==> config.mk <==
export PLATFORM = sky130hd
export DESIGN_NAME = star_wildcard_name_matcher_top
export DESIGN_NICKNAME = d
export VERILOG_FILES = /design/src/swm_pkg.sv /design/src/swm_cell.sv /design/src/star_wildcard_name_matcher_top.sv
export SDC_FILE = /design/constraint.sdc
export NUM_CORES = 2
export LEC_CHECK = 0
export ABC_AREA = 1
export BUFFER_PORTS_ARGS = -buffer_cell sky130_fd_sc_hd__buf_2
export CAP_MARGIN = 15
export CORE_MARGIN = 3
export CORE_UTILIZATION = 55
export DETAILED_ROUTE_END_ITERATION = 10
export PLACE_DENSITY = 0.71
export SLEW_MARGIN = 20
export SYNTH_ARGS = -nofsm -noshare
export SYNTH_HDL_FRONTEND = slang
export SYNTH_SLANG_ARGS = --single-unit
==> constraint.sdc <==
create_clock -name clk -period 11.7 [get_ports clk]
set_input_delay 0 -clock clk [delete_from_list [all_inputs] [get_ports clk]]
set_output_delay 0 -clock clk [all_outputs]
set_load 0.05 [all_outputs]
==> src/swm_pkg.sv <==
// Shared constants and types for the star wildcard name matcher.
package swm_pkg;

	localparam int PATTERN_MAX = 64;
	localparam int POS_W       = 6;
	localparam int LEN_W       = $clog2(PATTERN_MAX + 1);
	localparam int BYTE_W      = 8;
	localparam int CNT_W       = 2;

	localparam logic [BYTE_W-1:0] STAR_BYTE = 8'h2A;
	localparam logic [BYTE_W-1:0] DOT_BYTE  = 8'h2E;

	typedef enum logic [1:0] {
		CMD_LOAD  = 2'd0,
		CMD_NAME  = 2'd1,
		CMD_CLEAR = 2'd2
	} swm_cmd_t;

	// Broadcast to every cell.
	typedef struct packed {
		logic              name_step;
		logic              restart;
		logic [BYTE_W-1:0] data;
	} swm_ctl_t;

	// Handed from cell i to cell i+1.
	typedef struct packed {
		logic step;
		logic init;
	} swm_link_t;

endpackage

==> src/swm_cell.sv <==
// One pattern position: its byte, its active bit, and the star propagation.
module swm_cell (
	input  logic                           clk,
	input  logic                           arst_n,
	input  swm_pkg::swm_ctl_t              ctl,
	input  logic                           wr_sel,
	input  logic                           active_rst,
	input  logic                           in_range_cur,
	input  logic                           in_range_new,
	input  swm_pkg::swm_link_t             link_in,
	output swm_pkg::swm_link_t             link_out,
	output logic                           step_next,
	output logic                           active,
	output logic [swm_pkg::BYTE_W-1:0]     pat_byte
);
	import swm_pkg::*;

	logic [BYTE_W-1:0] byte_q;
	logic              active_q;
	logic [BYTE_W-1:0] byte_new;
	logic              star_cur;
	logic              star_new;
	logic              gen;

	assign byte_new = wr_sel ? ctl.data : byte_q;
	assign star_cur = (byte_q == STAR_BYTE);
	assign star_new = (byte_new == STAR_BYTE);

	// literal match moves right; a live star keeps itself
	assign gen       = active_q & in_range_cur & ~star_cur & (byte_q == ctl.data);
	assign step_next = link_in.step | (active_q & in_range_cur & star_cur);

	assign link_out.step = gen | (step_next & in_range_cur & star_cur);
	assign link_out.init = link_in.init & in_range_new & star_new;

	always_ff @(posedge clk) begin
		if (wr_sel) begin
			byte_q <= ctl.data;
		end
	end

	always_ff @(posedge clk or negedge arst_n) begin
		if (!arst_n) begin
			active_q <= active_rst;
		end else if (ctl.restart) begin
			active_q <= link_in.init;
		end else if (ctl.name_step) begin
			active_q <= step_next;
		end
	end

	assign active   = active_q;
	assign pat_byte = byte_q;

endmodule

==> src/star_wildcard_name_matcher_top.sv <==
// Top level of the star wildcard name matcher: cell chain, name counters, result stages.
//
//  channel | signals                                         | direction
//  --------+-------------------------------------------------+----------
//  in      | in_valid, in_ready, command, pattern_position,  | into block
//          | byte_value, last                                |
//  out     | out_valid, out_ready, matched                   | out of block
//
// One item per cycle while in_ready is high, any command. A row of PATTERN_MAX cells
// holds the pattern bytes and the active position set; each name byte updates all cells
// together, with star runs rippling cell to cell like a carry chain.
// The final name byte's result goes through the snapshot stage and the output register.
// Reset gives an empty pattern; pattern bytes are undefined until loaded.
// in_ready drops only when a result sits in the snapshot stage and the output is stalled.
module star_wildcard_name_matcher_top (
	input  logic                           clk,
	input  logic                           arst_n,
	input  logic                           in_valid,
	output logic                           in_ready,
	input  logic [1:0]                     command,
	input  logic [swm_pkg::POS_W-1:0]      pattern_position,
	input  logic [swm_pkg::BYTE_W-1:0]     byte_value,
	input  logic                           last,
	output logic                           out_valid,
	input  logic                           out_ready,
	output logic                           matched
);
	import swm_pkg::*;

	logic                   acc;
	logic                   is_load;
	logic                   is_name;
	logic                   is_clear;
	logic                   do_write;
	swm_ctl_t               ctl;
	logic [LEN_W-1:0]       len_q;
	logic [LEN_W-1:0]       len_d;
	logic [CNT_W-1:0]       nb_q;
	logic [CNT_W-1:0]       ld_q;
	logic [CNT_W-1:0]       nb_new;
	logic [CNT_W-1:0]       ld_new;
	logic                   pat_dot;
	logic                   dot_fail;
	logic                   tail_q;
	swm_link_t              link [PATTERN_MAX+1];
	logic [PATTERN_MAX:0]   step_vec;
	logic [PATTERN_MAX:0]   act_vec;
	logic [BYTE_W-1:0]      pbyte [PATTERN_MAX];

	// result pipeline
	logic                   vld_s1;
	logic [PATTERN_MAX:0]   snap_s1;
	logic [LEN_W-1:0]       len_s1;
	logic                   fail_s1;
	logic                   out_valid_q;
	logic                   matched_q;
	logic                   out_adv;
	logic                   res_take;

	assign out_adv  = ~out_valid_q | out_ready;
	assign in_ready = ~vld_s1 | out_adv;
	assign acc      = in_valid & in_ready;

	always_comb begin
		is_load  = 1'b0;
		is_name  = 1'b0;
		is_clear = 1'b0;
		unique case (command)
			CMD_LOAD:  is_load  = 1'b1;
			CMD_NAME:  is_name  = 1'b1;
			CMD_CLEAR: is_clear = 1'b1;
			default: ;
		endcase
	end

	// positions past the store are dropped without touching the name state
	assign do_write = acc & is_load &
		({1'b0, pattern_position} < (POS_W+1)'(PATTERN_MAX));

	assign res_take      = acc & is_name & last;
	assign ctl.data      = byte_value;
	assign ctl.restart   = do_write | (acc & is_clear) | res_take;
	assign ctl.name_step = acc & is_name & ~last;

	always_comb begin
		len_d = len_q;
		if (acc & is_clear) begin
			len_d = '0;
		end else if (do_write & last) begin
			len_d = LEN_W'(pattern_position) + LEN_W'(1);
		end
	end

	// cell chain; position zero seeds the restart closure
	assign link[0].step = 1'b0;
	assign link[0].init = 1'b1;

	for (genvar i = 0; i < PATTERN_MAX; i++) begin : g_cell
		swm_cell u_cell (
			.clk          (clk),
			.arst_n       (arst_n),
			.ctl          (ctl),
			.wr_sel       (do_write & (pattern_position == POS_W'(i))),
			.active_rst   ((i == 0) ? 1'b1 : 1'b0),
			.in_range_cur (LEN_W'(i) < len_q),
			.in_range_new (LEN_W'(i) < len_d),
			.link_in      (link[i]),
			.link_out     (link[i+1]),
			.step_next    (step_vec[i]),
			.active       (act_vec[i]),
			.pat_byte     (pbyte[i])
		);
	end

	// position past the last pattern byte
	assign step_vec[PATTERN_MAX] = link[PATTERN_MAX].step;
	assign act_vec[PATTERN_MAX]  = tail_q;

	always_ff @(posedge clk or negedge arst_n) begin
		if (!arst_n) begin
			tail_q <= 1'b0;
		end else if (ctl.restart) begin
			tail_q <= link[PATTERN_MAX].init;
		end else if (ctl.name_step) begin
			tail_q <= step_vec[PATTERN_MAX];
		end
	end

	// saturating name length and leading dot run
	assign nb_new = (nb_q != '1) ? nb_q + CNT_W'(1) : nb_q;
	assign ld_new = ((ld_q == nb_q) && (byte_value == DOT_BYTE) && (ld_q != '1)) ?
		ld_q + CNT_W'(1) : ld_q;

	assign pat_dot  = (len_q != '0) && (pbyte[0] == DOT_BYTE);
	// hidden names need a dotted pattern; "." and ".." never match
	assign dot_fail = ((ld_new != '0) && !pat_dot) ||
		((ld_new == nb_new) && ((nb_new == CNT_W'(1)) || (nb_new == CNT_W'(2))));

	always_ff @(posedge clk or negedge arst_n) begin
		if (!arst_n) begin
			len_q <= '0;
			nb_q  <= '0;
			ld_q  <= '0;
		end else begin
			len_q <= len_d;
			if (ctl.restart) begin
				nb_q <= '0;
				ld_q <= '0;
			end else if (ctl.name_step) begin
				nb_q <= nb_new;
				ld_q <= ld_new;
			end
		end
	end

	// snapshot stage: the updated set is captured before the cells restart
	always_ff @(posedge clk or negedge arst_n) begin
		if (!arst_n) begin
			vld_s1 <= 1'b0;
		end else if (res_take) begin
			vld_s1 <= 1'b1;
		end else if (out_adv) begin
			vld_s1 <= 1'b0;
		end
	end

	always_ff @(posedge clk) begin
		if (res_take) begin
			snap_s1 <= step_vec;
			len_s1  <= len_q;
			fail_s1 <= dot_fail;
		end
	end

	always_ff @(posedge clk or negedge arst_n) begin
		if (!arst_n) begin
			out_valid_q <= 1'b0;
		end else if (out_adv) begin
			out_valid_q <= vld_s1;
		end
	end

	always_ff @(posedge clk) begin
		if (out_adv & vld_s1) begin
			matched_q <= snap_s1[len_s1] & ~fail_s1;
		end
	end

	assign out_valid = out_valid_q;
	assign matched   = matched_q;

	a_s1_holds: assert property (@(posedge clk) disable iff (!arst_n)
		vld_s1 && !out_adv |=> vld_s1)
		else $error("snapshot lost while output stalled");

	a_ready_when_free: assert property (@(posedge clk) disable iff (!arst_n)
		!vld_s1 |-> in_ready)
		else $error("input stalled with empty snapshot stage");

	a_clear_resets_set: assert property (@(posedge clk) disable iff (!arst_n)
		acc && is_clear |=> act_vec == (PATTERN_MAX+1)'(1))
		else $error("clear did not leave only position zero active");

	a_dots_bounded: assert property (@(posedge clk) disable iff (!arst_n)
		ld_q <= nb_q)
		else $error("leading dot count exceeds name length");

	a_len_bound: assert property (@(posedge clk) disable iff (!arst_n)
		len_q <= LEN_W'(PATTERN_MAX))
		else $error("pattern length beyond store");

endmodule
# Word-level counts from Yosys, hierarchy flattened
# Index checks and enable logic that the tools add are counted.
# word_totals
regBits	663
inputBits	21
elab_cells	1533
# classes
add_sub_neg	3
n_lt_le_gt_ge	128
eq_ne	264
mux	206
n_bitwise	781
reduce_logical	14
# op_table
operator	n
$eq A8 B6 Y1 const B	129
$and A1 B1 Y1	582
$eq A8 B8 Y1	64
$mux W8	63
$lt A6 B7 Y1 const A	63
$lt A5 B7 Y1 const A	32
$eq A6 B6 Y1 const B	32
$mux W1	134
$or A1 B1 Y1	131
$lt A4 B7 Y1 const A	16
$eq A6 B5 Y1 const B	16
$not A1 Y1	68
$lt A3 B7 Y1 const A	8
$eq A6 B4 Y1 const B	8
$lt A1 B7 Y1 const A	4
$lt A2 B7 Y1 const A	4
$eq A6 B3 Y1 const B	4
$mux W7	2
$eq A6 B2 Y1 const B	2
$mux W2	6
$lt A7 B8 Y1 const B	1
$add A6 B1 Y7 const B	1
$bmux W1 S7	1
$reduce_bool A7 Y1	1
12 further kinds	24

# Longest topological paths before layout
# depth
depth_word	258
ltp_mapped	134
depth_no_buf	133

# Worst setup path after synthesis
# OpenSTA, ideal clock, no wires.
# synth_timing
path_kind	reg2reg
start	reg out_valid_q (netlist: out_valid)
end	reg g_cell[63].u_cell.active_q
setup_ns	0.065
arrival_ns	9.073
required_time_ns	11.635
setup_slack_ns	2.562
stages_incl_launch_ff	69
path_buffers	0
synth_period_minus_slack_ns	9.138
path_cell_list	dfrtp_1 -> nand3_2 -> nand2_4 -> inv_2 -> nand3_4 -> inv_2 -> nand2_2 -> nor2_2 -> nand2_1 -> o21ai_1 -> nand2_2 -> nand2_4 -> inv_4 -> nand2_4 -> o211ai_2 -> nor4_4 -> nand4_2 -> nor2_2 -> [... 33 more ...] -> o2111ai_1 -> a211oi_2 -> nand2_1 -> nor2_2 -> nand2_1 -> nor2_2 -> nand2_2 -> nor3_4 -> nand3_2 -> a211oi_2 -> nand4_1 -> nor3_2 -> nand2_1 -> nor4_4 -> nand4_1 -> nor2_1 -> a21oi_1 -> nand2_1
# synth_between
elab_chain_len	135
word_cells_on_any_way	393
# synth_lines
item	line_no	text
start, declared	star_wildcard_name_matcher_top.sv:55	logic out_valid_q;
start signal, assigned	star_wildcard_name_matcher_top.sv:179	out_valid_q <= vld_s1;
$not A1 Y1 *	star_wildcard_name_matcher_top.sv:60	assign out_adv = ~out_valid_q | out_ready;
$or A1 B1 Y1 *	star_wildcard_name_matcher_top.sv:60	
$or A1 B1 Y1 *	star_wildcard_name_matcher_top.sv:61	assign in_ready = ~vld_s1 | out_adv;
named net in_ready	star_wildcard_name_matcher_top.sv:19	output logic in_ready,
$and A1 B1 Y1 *	star_wildcard_name_matcher_top.sv:62	assign acc = in_valid & in_ready;
$and A1 B1 Y1	star_wildcard_name_matcher_top.sv:77	assign do_write = acc & is_load &
$and A1 B1 Y1	star_wildcard_name_matcher_top.sv:89	end else if (do_write & last) begin
$mux W7	star_wildcard_name_matcher_top.sv:89	
$mux W7	star_wildcard_name_matcher_top.sv:87	if (acc & is_clear) begin
$lt A1 B7 Y1	star_wildcard_name_matcher_top.sv:106	.in_range_new (LEN_W'(i) < len_d),
$and A1 B1 Y1 (125 in a row)	swm_cell.sv:34	assign link_out.init = link_in.init & in_range_new & star_new;
$mux W1	swm_cell.sv:45	end else if (ctl.restart) begin
end signal, assigned	swm_cell.sv:44	active_q <= active_rst;
end signal, assigned	swm_cell.sv:46	active_q <= link_in.init;
end signal, assigned	swm_cell.sv:48	active_q <= step_next;
end, declared	swm_cell.sv:19	logic active_q;
# Mark *: on every way through the listed nets, which the timed path passes. The rest lies on a longest branch.
# A chain may end at the register's enable or synchronous reset.

# Worst setup path after layout
# layout_timing
start	reg out_valid_q (netlist: out_valid)
end	reg g_cell[63].u_cell.active_q
# layout_between
elab_chain_len	135
word_cells_on_any_way	393
# layout_lines
item	line_no
$not A1 Y1 *	star_wildcard_name_matcher_top.sv:60
$or A1 B1 Y1 *	star_wildcard_name_matcher_top.sv:60
$or A1 B1 Y1 *	star_wildcard_name_matcher_top.sv:61
$and A1 B1 Y1 *	star_wildcard_name_matcher_top.sv:62
$and A1 B1 Y1	star_wildcard_name_matcher_top.sv:77
$and A1 B1 Y1	star_wildcard_name_matcher_top.sv:89
$mux W7	star_wildcard_name_matcher_top.sv:89
$mux W7	star_wildcard_name_matcher_top.sv:87
$lt A1 B7 Y1	star_wildcard_name_matcher_top.sv:106
$and A1 B1 Y1 (125 in a row)	swm_cell.sv:34
$mux W1	swm_cell.sv:45
# Mark *: on every way between the ends. The rest lies on a longest branch, timed or not.

==> results.md <==
* Netlist Area Pre-Place at approximately 38000 µm²
* Reg2Reg Depth at 68
* Slowest library cell on the worst path: or4_4
* CP Max Fanout at 14
* Largest family of logic cells by synthesized area: simple AND/OR/NAND/NOR gates
* Num Clock Sinks at 663
* CP arrival at approximately 11 ns
* Seq cells post-synth at 663
* Placed cell area at 38400 µm²
* Num CTS Buffers at 74
* Max frequency at roughly 90 MHz
* H-Tree Level Count at 3
* Max-cap viol count at 0
* Top FF cell, synth: dfxtp_1
* Global router's overall resource usage at 35.85%
* Critical setup path kind: flip-flop to flip-flop
* YS warnings at 0
* Relative slew slack at a little under a quarter
* Initial Utilization at about 56%
* Ratio of cells with drive above 1 in the final layout at 8.677%
* Synth area leaders: dfxtp_1, nand2_1, inv_1
* Core ar. at 67630 µm²
* Compound-Gate Fraction of Synth Area at 14.11%
* Total stage count of the critical path at between 60 and 70
* Status: completed
* Fin crit share at 92.48%
* Multiplexer area fraction after synthesis at 0%
* Total power draw at approximately 0.0059 W
* First-pass GRT wire length at 198100 µm
* Crit path time final at around 11 ns
* Maximum VDD drop at 0.0001058 V
* Slew Viols, Final at 0
* Clock root buffer: clkbuf_16
* Die Wd at 268.2 µm
* Crit path launch type: flip-flop
* CTS clk-pin slew, worst paths at 0.07 ns
* Smallest hold slack at 0.01763 ns
* Die height at around 270 µm
* RSZ-0062 raised after global routing: yes
* Post-route antenna net violation count at 0
* Post-synth EDFFs at 82
* Sequential element share of the synthesized area at 38.28%
* Final wirelength at 131800 µm
* Clock Skew at 0.03597 ns
* Synth async-reset ratio at 11.61%
* Final hold violations at 0
* Hold Path Class: primary input to async pin
* I/O pin count at 24
* Syn Nets at 5260
* Gpl congestion at 1.033
* IO Port Bufs at 23
* Post-detail-place hpwl at 90760 µm
* Post-Synth Adder-Cell Area at 0.1654%
* Largest net degree at the start of global routing at 67
* Post-route cell area at between 40000 and 50000 µm²
* Cell family with most CP delay: simple AND/OR/NAND/NOR gates
* Commonest cells post-synth: nand2_1, inv_1, nor2_1, dfxtp_1, o21ai_0
* Full die area at 71960 µm²
* CP endpoint kind: flip-flop
* Remaining DRCs at 0
* Rows at 95
* Top cell type's share of synthesized area at 26.67%
* Syn Area/Cell at 7.227 µm²
* Skew-Pair Late Insertion Delay at 0.64 ns
* Simple-Gate Fraction of Synth Area at 30.07%
* Leakage at 18.03 nW
* Cell Pwr Density at between 100 and 150 nW/µm²
* CP max stage delay at ~0.60 ns
* Total iterations of the first detailed-routing run at 6
* GRT overflow at 0
* Area growth from synthesis to layout at 8.951%
* Critical Path RT at ~12 ns
* Post-Synthesis Cells at 5234
* Via-to-Cell Ratio at 5.993
* Clk buf depth at 3
* Initial antenna violation count at 5
* Vias in the first global route at 33584
* CTS tree: yes
* Total number of vias at ~37000
* Final setup margin at 0.8799 ns
* WL/cell at 21.53 µm
* Nets at 5219
* Worst Path Buf+Inv at 4
* Most common cell in the netlist: nand2_1
* Synth area leader: dfxtp_1
* DP Worst Slack at 0.5922 ns
* Post-Synth XOR/XNOR Area at under 10%
* Cell repeated most along the worst path: nor2_2
* First-iteration detailed-routing DRC count at 4457
* Finish-stage setup viols at 0
* Worst slew pin tran at 1.141 ns
* Distinct cells, synth at 83
[cells by family (layout without fill, tap and decap cells)]
group	count (synthesis)	count (layout)
compound gates	910	910
simple gates	2379	2379
other cells	0	5
xor+xnor	282	282
flops	663	663
fa+ha+maj	5	5
buf+inv	995	1005
[final timing paths]
kind | slack [ns] | start | endpoint
setup / recovery | 0.88 | out_valid$_DFFE_PN0P_ | g_cell[63].u_cell.active$_DFFE_PN0P_
hold reg to reg | 0.50 | vld_s1$_DFFE_PN0P_ | out_valid$_DFFE_PN0P_
hold / removal | 0.02 | arst_n | len_q[2]$_DFF_PN0_
setup reg to reg | 0.88 | out_valid$_DFFE_PN0P_ | g_cell[63].u_cell.active$_DFFE_PN0P_
min in group clk | 0.09 | in_valid | len_q[4]$_DFF_PN0_
max in group asynchronous | 10.67 | arst_n | g_cell[39].u_cell.active$_DFFE_PN0P_
[per-layer routing]
metal	vias up	wire, µm	track usage [%]
met1	16889	53210	48.46
met5	-	39	0
met2	2107	54900	53.26
met3	455	16180	8.890
met4	6	7490	18.38
li1	17232	-	-
[report_power, final]
part	leakage, nW	internal [W]	switching [W]
combinational	10.9	0.000287	0.000682
sequential	5.95	0.00245	0.000125
clock	1.20	0.00141	0.000971
[cells in the final DEF, fill, tap and decap left out, drive strengths merged, types with 4 or more instances in the layout]
master	instances
o22ai	27
nor3	92
o21a	66
or2	37
o21ai	471
a211oi	8
diode	5
nor3b	15
nand4	148
a22oi	11
xnor2	106
o221ai	28
nor4b	7
nand3	119
a32oi	10
bufinv	4
nand2	1047
dlygate4sd3	23
nor4	257
ha	5
nand3b	7
xor2	176
and2	7
buf	97
o2111ai	18
dfxtp	504
a41oi	5
o41ai	5
o211ai	46
clkinv	14
a21oi	175
a2111oi	10
or4	8
nor2	632
a31oi	12
o311ai	4
clkbuf	115
dfrtp	76
inv	751
edfxtp	82
[state kept, by name (all words and copies together) (netlist names)]
register                cells
g_cell.u_cell.pat_byte    512
snap_s1                    65
g_cell.u_cell.active       64
len_q                       7
len_s1                      7
ld_q                        2
nb_q                        2
fail_s1                     1
matched                     1
out_valid                   1
vld_s1                      1
[tightest hold or removal path: stages]
cell and delay [ns]:
dlygate4sd3_1 0.52, buf_4 0.14, buf_4 0.40
[timing repair]
action	in CTS	in global routing
hold endpoints to repair	152	0
resized for setup	0	10
hold buffers	23	0
buffers inserted	0	6
endpoints found under the setup margin	0	7
[layout make-up]
type / count / area [µm²]
clock inverter: 12 / 150.1
antenna: 5 / 12.51
sequential: 663 / 14480
inverter: 758 / 2887
fill: 6103 / 26420
clock buffer: 115 / 2293
timing repair buffer: 120 / 979.7
tap: 873 / 1092
multi-input combinational: 3576 / 19320
[per-stage QoR]
stage / util, % / instances / setup TNS (ns)
3_3_place_gp: 56.76 / 5960 / 0
2_1_floorplan: - / 5234 / 0
3_5_place_dp: 56.77 / 5960 / 0
6_report: 60.93 / 6122 / 0
4_1_cts: 60.73 / 6110 / 0
5_1_grt: 60.91 / 6117 / -0.03644
Power figures use the tool's default switching activity.
